<file path="src/rtl/core/xoshiro256_random_generator_unit_defines.svh">
// ----------------------------------------------------------------------------
// xoshiro256_random_generator_unit_defines.svh
// Assertion macros for the xoshiro256** generator; empty when synthesizing.
// ----------------------------------------------------------------------------
`ifndef XOSHIRO256_RANDOM_GENERATOR_UNIT_DEFINES_SVH
`define XOSHIRO256_RANDOM_GENERATOR_UNIT_DEFINES_SVH

`ifndef SYNTHESIS

// Check that cond implies prop in the same cycle.
`define XRG_ASSERT_SAME(label, clk, rst_n, cond, prop, msg) \
    label: assert property (@(posedge clk) disable iff (!rst_n) (cond) |-> (prop)) \
        else $error(msg);

// Check that cond implies prop in the next cycle.
`define XRG_ASSERT_NEXT(label, clk, rst_n, cond, prop, msg) \
    label: assert property (@(posedge clk) disable iff (!rst_n) (cond) |=> (prop)) \
        else $error(msg);

`else

`define XRG_ASSERT_SAME(label, clk, rst_n, cond, prop, msg)
`define XRG_ASSERT_NEXT(label, clk, rst_n, cond, prop, msg)

`endif

`endif

</file>
<file path="src/rtl/core/xrg_pkg.sv">
// ----------------------------------------------------------------------------
// xrg_pkg
// Shared constants, types and helpers of the xoshiro256** generator.
// ----------------------------------------------------------------------------
package xrg_pkg;

    localparam int unsigned WordW      = 64;
    localparam int unsigned NumWords   = 4;
    localparam logic [WordW-1:0] SeedMask = 64'h7a12345fb678ce93;
    localparam int unsigned MixShift   = 17;
    localparam int unsigned MixRot     = 45;
    localparam int unsigned ScrRot     = 7;
    localparam int unsigned WarmupRuns = 6;
    localparam int unsigned FillBase   = 2;
    localparam int unsigned WarmCntW   = $clog2(WarmupRuns);
    localparam logic [WarmCntW-1:0] WarmLast = WarmCntW'(WarmupRuns - 1);

    // action codes
    localparam logic ActDraw = 1'b0;
    localparam logic ActSeed = 1'b1;

    typedef logic [WordW-1:0] word_t;

    typedef enum logic [1:0] {
        ST_INIT,
        ST_IDLE,
        ST_WARM
    } ctrl_state_t;

    // commands from the controller to the datapath
    typedef struct packed {
        logic load;       // fill the state from a seed
        logic seed_zero;  // use a zero seed for the fill
        logic advance;    // run one mix step
        logic capture;    // latch the scrambled output word
    } dp_cmd_t;

    // rotate left by a fixed amount in 1..WordW-1
    function automatic word_t rot_left(input word_t v, input int unsigned r);
        rot_left = (v << r) | (v >> (WordW - r));
    endfunction

endpackage

</file>
<file path="src/rtl/core/xoshiro256_random_generator_unit.sv">
// ----------------------------------------------------------------------------
// xoshiro256_random_generator_unit
// xoshiro256** pseudo-random word source with masked seeding and warm-up.
// ----------------------------------------------------------------------------
// Usage:
//   Input channel (in_valid / in_stall): each item carries action and
//   seed_value. A draw item (action 0) yields one 64-bit random_word; a
//   seed item (action 1) reloads the 256-bit state and yields nothing.
//   Output channel (out_valid / out_stall): one item per draw, in order.
// Draw and seed items:
//   A draw result appears in the output register the cycle after the item
//   is taken; draws are taken one per cycle while no warm-up runs and no
//   result is held by out_stall, since the scrambler works from a
//   word-1-times-five register kept in step with the state. A seed item fills
//   the state at acceptance, then six mix steps run with in_stall high.
// Reset:
//   The state is filled as for a zero seed and then warmed up;
//   in_stall is high until that is done.
// Stall:
//   While out_stall holds a waiting result, in_stall rises and no new item
//   is taken; the held word does not change.
// ----------------------------------------------------------------------------
`include "xoshiro256_random_generator_unit_defines.svh"

module xoshiro256_random_generator_unit
(
    input  logic                  clk,
    input  logic                  rst_n,
    input  logic                  in_valid,
    output logic                  in_stall,
    input  logic                  action,
    input  logic [63:0]           seed_value,
    output logic                  out_valid,
    input  logic                  out_stall,
    output logic [63:0]           random_word
);

    // command bundle from the controller to the datapath
    xrg_pkg::dp_cmd_t cmd;

    // sequence handshakes, reset warm-up and reseed warm-up
    xrg_ctrl u_ctrl
    (
        .clk       (clk),
        .rst_n     (rst_n),
        .in_valid  (in_valid),
        .action    (action),
        .out_stall (out_stall),
        .in_stall  (in_stall),
        .out_valid (out_valid),
        .cmd       (cmd)
    );

    // hold the state words and produce the scrambled word
    xrg_datapath u_datapath
    (
        .clk         (clk),
        .cmd         (cmd),
        .seed_value  (seed_value),
        .random_word (random_word)
    );

    // a taken draw shows its result in the next cycle
    `XRG_ASSERT_NEXT(a_draw_result, clk, rst_n,
        in_valid && !in_stall && action == xrg_pkg::ActDraw, out_valid,
        "draw item taken without a result")

    // a taken seed item blocks input during warm-up
    `XRG_ASSERT_NEXT(a_seed_busy, clk, rst_n,
        in_valid && !in_stall && action == xrg_pkg::ActSeed, in_stall,
        "input taken during warm-up")

    // an item is taken only when the output register is free or draining
    `XRG_ASSERT_SAME(a_out_free, clk, rst_n,
        in_valid && !in_stall, !out_valid || !out_stall,
        "item taken while a result is held")

endmodule

</file>
<file path="src/rtl/core/xrg_ctrl.sv">
// ----------------------------------------------------------------------------
// xrg_ctrl
// Controller: input and output handshake, warm-up sequencing.
// ----------------------------------------------------------------------------
module xrg_ctrl
(
    input  logic            clk,
    input  logic            rst_n,
    input  logic            in_valid,
    input  logic            action,
    input  logic            out_stall,
    output logic            in_stall,
    output logic            out_valid,
    output xrg_pkg::dp_cmd_t cmd
);

    xrg_pkg::ctrl_state_t state_reg, state_next;
    logic [xrg_pkg::WarmCntW-1:0] cnt_reg, cnt_next;
    logic out_valid_reg, out_valid_next;
    logic accept;

    assign in_stall  = (state_reg != xrg_pkg::ST_IDLE) || (out_valid_reg && out_stall);
    assign accept    = in_valid && !in_stall;
    assign out_valid = out_valid_reg;

    // next state
    always_comb
    begin
        state_next = state_reg;
        case (state_reg)
            xrg_pkg::ST_INIT:
                state_next = xrg_pkg::ST_WARM;
            xrg_pkg::ST_IDLE:
                if (accept && action == xrg_pkg::ActSeed)
                    state_next = xrg_pkg::ST_WARM;
            xrg_pkg::ST_WARM:
                if (cnt_reg == xrg_pkg::WarmLast)
                    state_next = xrg_pkg::ST_IDLE;
            default:
                state_next = xrg_pkg::ST_INIT;
        endcase
    end

    // outputs
    always_comb
    begin
        cmd      = '0;
        cnt_next = '0;
        case (state_reg)
            xrg_pkg::ST_INIT:
            begin
                cmd.load      = 1'b1;
                cmd.seed_zero = 1'b1;
            end
            xrg_pkg::ST_IDLE:
                if (accept)
                begin
                    if (action == xrg_pkg::ActSeed)
                        cmd.load = 1'b1;
                    else
                    begin
                        cmd.advance = 1'b1;
                        cmd.capture = 1'b1;
                    end
                end
            xrg_pkg::ST_WARM:
            begin
                cmd.advance = 1'b1;
                cnt_next    = cnt_reg + 1'b1;
            end
            default:
                cmd = '0;
        endcase
    end

    // hold a result until taken
    always_comb
    begin
        if (cmd.capture)
            out_valid_next = 1'b1;
        else if (out_stall)
            out_valid_next = out_valid_reg;
        else
            out_valid_next = 1'b0;
    end

    always_ff @(posedge clk or negedge rst_n)
    begin
        if (!rst_n)
        begin
            state_reg     <= xrg_pkg::ST_INIT;
            cnt_reg       <= '0;
            out_valid_reg <= 1'b0;
        end
        else
        begin
            state_reg     <= state_next;
            cnt_reg       <= cnt_next;
            out_valid_reg <= out_valid_next;
        end
    end

endmodule

</file>
<file path="src/rtl/core/xrg_datapath.sv">
// ----------------------------------------------------------------------------
// xrg_datapath
// Datapath: state words, seed fill, mix step and output scrambler.
// ----------------------------------------------------------------------------
module xrg_datapath
(
    input  logic             clk,
    input  xrg_pkg::dp_cmd_t cmd,
    input  xrg_pkg::word_t   seed_value,
    output xrg_pkg::word_t   random_word
);

    xrg_pkg::word_t gen_reg  [xrg_pkg::NumWords];
    xrg_pkg::word_t gen_next [xrg_pkg::NumWords];
    xrg_pkg::word_t mul5_reg, mul5_next;   // word 1 times five, kept in step
    xrg_pkg::word_t word_reg, word_next;

    xrg_pkg::word_t seed_src, seed_mixed;
    xrg_pkg::word_t fill [xrg_pkg::NumWords];
    xrg_pkg::word_t mix  [xrg_pkg::NumWords];
    xrg_pkg::word_t x2, x3, scr_rot;

    assign seed_src   = cmd.seed_zero ? '0 : seed_value;
    assign seed_mixed = seed_src ^ xrg_pkg::SeedMask;

    always_comb
    begin
        for (int i = 0; i < xrg_pkg::NumWords; i++)
            fill[i] = seed_mixed ^ (seed_mixed << (i + xrg_pkg::FillBase));
    end

    // one mix step
    always_comb
    begin
        x2     = gen_reg[2] ^ gen_reg[0];
        x3     = gen_reg[3] ^ gen_reg[1];
        mix[1] = gen_reg[1] ^ x2;
        mix[0] = gen_reg[0] ^ x3;
        mix[2] = x2 ^ (gen_reg[1] << xrg_pkg::MixShift);
        mix[3] = xrg_pkg::rot_left(x3, xrg_pkg::MixRot);
    end

    always_comb
    begin
        for (int i = 0; i < xrg_pkg::NumWords; i++)
            gen_next[i] = gen_reg[i];
        if (cmd.load)
        begin
            for (int i = 0; i < xrg_pkg::NumWords; i++)
                gen_next[i] = fill[i];
        end
        else if (cmd.advance)
        begin
            for (int i = 0; i < xrg_pkg::NumWords; i++)
                gen_next[i] = mix[i];
        end
        mul5_next = gen_next[1] + (gen_next[1] << 2);
    end

    // scramble: rotl(word1 * 5, 7) * 9, taken before the update
    assign scr_rot   = xrg_pkg::rot_left(mul5_reg, xrg_pkg::ScrRot);
    assign word_next = cmd.capture ? (scr_rot + (scr_rot << 3)) : word_reg;

    always_ff @(posedge clk)
    begin
        for (int i = 0; i < xrg_pkg::NumWords; i++)
            gen_reg[i] <= gen_next[i];
        mul5_reg <= mul5_next;
        word_reg <= word_next;
    end

    assign random_word = word_reg;

endmodule
</file>
<file path="config.mk">
export PLATFORM = sky130hd
export DESIGN_NAME = xoshiro256_random_generator_unit
export DESIGN_NICKNAME = d
export VERILOG_FILES = /design/src/rtl/core/xrg_pkg.sv /design/src/rtl/core/xoshiro256_random_generator_unit.sv /design/src/rtl/core/xrg_ctrl.sv /design/src/rtl/core/xrg_datapath.sv
export VERILOG_INCLUDE_DIRS = /design/src /design/src/rtl/core
export SDC_FILE = /design/constraint.sdc
export NUM_CORES = 1
export LEC_CHECK = 0
export BUFFER_PORTS_ARGS = -buffer_cell sky130_fd_sc_hd__clkbuf_2
export CAP_MARGIN = 5
export CORE_UTILIZATION = 45
export CTS_BUF_LIST = sky130_fd_sc_hd__clkbuf_16
export CTS_CLUSTER_DIAMETER = 200
export DETAILED_ROUTE_END_ITERATION = 10
export GPL_ROUTABILITY_DRIVEN = 1
export PLACE_DENSITY_LB_ADDON = 0.12
export RECOVER_POWER = 25
export SYNTH_ARGS = -nofsm -noshare
export SYNTH_HDL_FRONTEND = slang
export SYNTH_SLANG_ARGS = --single-unit
</file>
<file path="constraint.sdc">
create_clock -name clk -period 9.74 [get_ports clk]
set_clock_uncertainty 0.2 [all_clocks]
set_input_delay 1.948 -clock clk [delete_from_list [all_inputs] [get_ports clk]]
set_output_delay 1.948 -clock clk [all_outputs]
set_load 0.03 [all_outputs]
</file>
* Yosys cells after proc, flatten, opt, wreduce, memory -nomap -nowiden
Memory sizes are Yosys's and may differ from the RTL's.
Index checks and enable logic that the tools add are counted.
** Cells by class
- Eq/ne operators :: 7
- Shift-type cells :: 0
- Multiply operators :: 0
- Magnitude comparators :: 0
- Bitwise logic cells :: 12
- Muxes and demuxes :: 17
- Reduce and logical (&&, ||, !) cells :: 7
- $add $sub $neg :: 3
- Divide/modulo/power cells :: 0
** Operators with widths (count)
- bitwise XOR 64 bit :: 9
- two-way mux 256 bit :: 2
- adder 64 bit :: 2
- two-way mux 64 bit :: 1
- OR 64 x 45 -> 64 bit :: 1
- OR 64 x 7 -> 64 bit :: 1
- inverter 34 bit :: 1
- two-way mux 2 bit :: 4
- != test 2 x 1 -> 1 bit (second input constant) :: 4
- two-way mux 1 bit :: 6
- case mux 2 bit (3 select lines) :: 1
- case mux 1 bit (2 select lines) :: 2
- adder 3 x 1 -> 3 bit (second input constant) :: 1
- equality test 3 bit (second input constant) :: 1
- logical AND 1 bit :: 3
- two-way mux 3 bit :: 1
- equality test 2 x 1 -> 1 bit (second input constant) :: 1
- equality test 2 bit (second input constant) :: 1
- zero test 2 bit :: 1
- AND reduction 2 bit :: 1
- zero test 1 bit :: 1
- logical OR 1 bit :: 1
** Word-level totals
- Logic and storage cells :: 52
- Bits in read-only memories :: 0
- Bits of input ports :: 69
- Memory bits (writable) :: 256
- Bits in latches :: 0
- Register bits :: 134
- Output and inout port bits :: 66
- Memories kept :: 1
** Memory list
- u_datapath.gen_reg :: words 4, width 64, rd ports 4, clocked after Yosys merged registers in 0, write ports 4, RTL line xrg_datapath.sv:13 : xrg_pkg::word_t gen_reg [xrg_pkg::NumWords];

* Depth between registers and ports, before layout
- Depth in word-level cells :: 9
- Gate-level depth with buffers :: 28
- Gate-level depth less buffers :: 21

* By module
A second synthesis with hierarchy kept.
** Unflattened totals
- Cells, all modules :: 2617
- Area, all modules :: 25349.3 µm²
** Modules (own cells, without submodules)
- xrg_datapath :: instances 1, area each 24967.7 µm², cells an instance 2584, sequential area each 10209.8 µm²
- xrg_ctrl :: instances 1, area each 381.6 µm², cells an instance 33, sequential area each 150.1 µm²

* Least setup slack after synthesis
OpenSTA, ideal clock, no wires.
- Path type :: input port to flip-flop
- Start :: input in_valid
- End :: memory u_datapath.gen_reg[0][0] (netlist name), enable pin
- Stages :: 12
- Required time :: 8011 ps
- Slack :: 932 ps
- Arrival time :: 7079 ps
- Library setup time :: 1529 ps
- Buffers on the path :: 8
- Cells stage by stage :: and2_1 buf_4 and3_1 buf_2 buf_6 buf_2 buf_1 clkbuf_1 nor2_1 clkbuf_1 buf_1 nand2_1
** RTL lines
- start: declaration :: RTL line xoshiro256_random_generator_unit.sv:29 : input logic in_valid,
- end: declaration :: RTL line xrg_datapath.sv:13

* Worst setup path in the final report
- Start :: input in_valid
- End :: register u_datapath.mul5_reg[56]
** On the way
- Word-level cells in the longest chain between the ends :: 6
- Elaborated cells on any way between the ends :: 8
- Those cells by class :: 1 x add/sub; 6 x mux; 1 x reduce/logical
** Ends and longest elaborated chain
- logical AND 1 bit * :: RTL line xrg_ctrl.sv:23 : assign accept = in_valid && !in_stall;
- two-way mux 2 bit :: RTL line xrg_ctrl.sv:56 : if (accept)
- case mux 1 bit (2 select lines) :: RTL line xrg_ctrl.sv:49 : case (state_reg)
- two-way mux 256 bit :: RTL line xrg_datapath.sv:52 : else if (cmd.advance)
- two-way mux 256 bit * :: RTL line xrg_datapath.sv:47 : if (cmd.load)
- adder 64 bit * :: RTL line xrg_datapath.sv:57 : mul5_next = gen_next[1] + (gen_next[1] << 2);
- named net u_datapath.mul5_next[56] :: RTL line xrg_datapath.sv:15 : xrg_pkg::word_t mul5_reg, mul5_next;
- end signal: assignment :: RTL line xrg_datapath.sv:68 : mul5_reg <= mul5_next;
- end: declaration :: RTL line xrg_datapath.sv:15
Mark *: on every way through the listed nets, which the timed path passes. The rest lies on a longest branch.
A chain may end at the register's enable or synchronous reset.

==> results.yml <==
outcome:
  status: "finished, violations left"
  violations: "capacitance limit, slew limit"
power:
  p_leak_nw: 11.14
  p_sw_share_pct: 46.63
  vdd_drop_max_uv: 331.9
  p_per_area_nw_per_um2: 382.9
  p_seq_share_pct: 28.1
  power_switching_mw: 5.376
  comb_power_share_pct: 57.0
  intPower_mw: 6.152
  clkPwrFrac_pct: 14.9
timing:
  hold_viol: 0
  max_freq_ghz: 0.1248
  period_share_pct: 82.28
  period_needed_ns: 8.014
  slew_violations: 180
  rsz0062_at_grt: "false"
  setup_viol: 0
  slew_headroom_pct: -130.5
  fin_setup_tns_ns: 0
  tightest_slew_ns: 3.457
synth:
  yosysWarnings: 0
  syn_nets: 3150
  synth_cell_types: 93
  synth_seq_cells: 388
  avgSynthCellArea_um2: 9.332
  synth_flop_cell: "edfxtp_1"
  yosys.area.top_type: "edfxtp_1"
  synth_edf_count: 256
  synth_area_leaders: "edfxtp_1, xnor2_1, dfxtp_1"
  async_flop_share_pct: 1.546
  seq_area_frac_synth_pct: 37.44
  synthCells: 2965
  synth_top_area_share_pct: 27.78
  synth_area_um2: 27670
floorplan:
  io_pins: 135
  dieArea_um2: 62490
  die_y_um: 250.0
  placementRows: 90
  coreArea_um2: 60580
  dieWidth_um: 250.0
  initial_core_util_pct: 45.67
critical_path:
  crit_slowest_cell: "and3_1"
  cp-end-kind: "register"
  critPathKind: "input port to register"
  crit_fanout: 58
  path_cells: "clkbuf_2 -> and2_0 -> and3_1 -> nand2_1 -> o211ai_1 -> ha_1 -> a21oi_1 -> nor2_1 -> nor2_1 -> o21bai_1 -> nand2_1 -> o21ai_0 -> a31oi_1 -> nand2_1 -> and4bb_4 -> o41ai_2 -> a31oi_1 -> xnor2_1"
  max_stage_delay_ns: 1.69
  worst_setup_path_start_kind: "input port"
  crit_arrival_ns: 8.29
  cp.required_ns: 10.01
  cpMostUsedCell: "nand2_1"
finish:
  syn2layout_area_growth_pct: 8.795
  fin_nets: 3132
  fin_area_um2: 30100
  layout_common_cells: "xnor2_1, edfxtp_1, xor2_1"
  layout.cells.non_filler: 3768
  final_common_cell: "xnor2_1"
  drive_gt1_share_pct: 6.497
  antenna_cells: 0
  largest_reg_flops: 256
placed_design:
  place_area_um2: 28730
  gp_congestion: 0.9096
  port_buffers: 134
  dp_cells: 3680
  dp_hpwl_um: 65530
cts:
  tritoncts: "done"
  root_buffer: "clkbuf_16"
  cts.sinks: 388
  htree_levels: 2
  clk_path_buf_depth: 3
  cts_buffers: 47
  clk_pin_slew_ns: 0.06
  clock_latency_ns: 0.62
  cts_setup_buffers: 0
  cts-hold-fix-buffers: 0
  post_cts_resized: 0
route:
  drc: 0
  num_vias: 22693
  drt_pass1_iterations: 6
  routedWlPerCell_um: 23.92
  ant_nets: 0
  wirelength_um: 90130
  drtIter0Drc: 2086
  viasPerCell: 6.023
global_routing:
  grt_max_degree: 102
  grt_pass1_vias: 21998
  antenna_found_initial: 1
  grt_pass1_wl_um: 136400
  track_usage_pct: 28.36
  grt_overflow_total: 0
run:
  drv_cap: 3
min_path:
  hp-class: "register to register"
area by class of cell:
cell class	instances	area (µm²)
Fill cell	5719	30480
Multi-Input combinational cell	2285	16230
Sequential cell	388	10360
Clock buffer	48	1201
Tap cell	782	978.4
Timing Repair Buffer	158	798.3
Clock inverter	40	282.8
Inverter	67	251.5
power by group through the flow:
stage / Sequential, mW / Combinational, mW / Clock (mW)
after global routing: 3.29 / 7.17 / 1.81
after CTS: 3.23 / 6.51 / 1.74
after floorplan: 3.15 / 4.79 / 0
final: 3.24 / 6.57 / 1.72
after detailed placement: 3.25 / 6.46 / 0
after global placement: 3.24 / 6.43 / 0
metal layers:
metal  track usage (%)  part of all wire [%]  vias to the layer above
met5                 0                     0                        -
met4             12.88                   4.7                        0
met3             3.452                   6.1                      148
met2             43.91                    44                      835
met1             39.51                    45                    10929
li1                  -                     -                    10781
synthesized netlist by cell type (all sizes together) (29+ instances only):
| master | instances |
|---|---|
| nand2 | 184 |
| o22ai | 66 |
| clkbuf | 140 |
| a21o | 82 |
| o221ai | 35 |
| ha | 114 |
| o31ai | 72 |
| xor2 | 245 |
| o21ai | 120 |
| inv | 63 |
| o211ai | 41 |
| nor2 | 154 |
| xnor2 | 393 |
| buf | 85 |
| nand3 | 86 |
| nand4 | 29 |
| edfxtp | 256 |
| dfxtp | 126 |
| a21oi | 217 |
| nor3 | 45 |
| o21bai | 32 |
per-stage QoR:
stage / setup slack [ns] / total power, mW / util (%) / hold WS [ns]
2_1_floorplan: 0.9323 / 7.938 / - / 0.2148
3_5_place_dp: 2.044 / 9.717 / 47.41 / 0.2592
3_3_place_gp: 2.129 / 9.667 / 47.41 / 0.2493
4_1_cts: 2.687 / 11.48 / 49.86 / 0.2776
6_report: 1.726 / 11.53 / 49.69 / 0.2672
5_1_grt: 1.232 / 12.27 / 49.69 / 0.2973
final timing paths:
path	slack, ns	to	cells after the start	start
max	1.73	u_datapath.mul5_reg[56]	18	in_valid
min	0.27	u_datapath.random_word[2]	0	u_datapath.mul5_reg[59]
max reg2reg	2.26	u_datapath.mul5_reg[56]	19	u_ctrl.state_reg[1]
min reg2reg	0.27	u_datapath.random_word[2]	0	u_datapath.mul5_reg[59]
max in group asynchronous	8.05	u_ctrl.state_reg[1]	1	rst_n
min in group asynchronous	1.02	u_ctrl.cnt_reg[0]	1	rst_n
critical path, delay by kind of cell:
family	cells	cell delay, ns
AOI/OAI and AO/OA	7	2.21
buffers and inverters	1	0.07
adders and majority gates	1	0.40
xor gates and xnor gates	1	0.14
and+or+nand+nor	8	3.46
logic make-up (layout without fill, tap and decap cells):
logic type               Yosys count  after routing  synth area share, %
AO/OA/AOI/OAI                    843            843                20.46
AND/OR/NAND/NOR                  676            676                12.05
XOR/XNOR                         638            638                20.19
flip-flops                       388            388                37.44
buffers and inverters            292            313                4.110
adder cells (fa/ha/maj)          119            119                5.408
multiplexers                       9              9               0.3391
(Power assumes the default switching activity.)
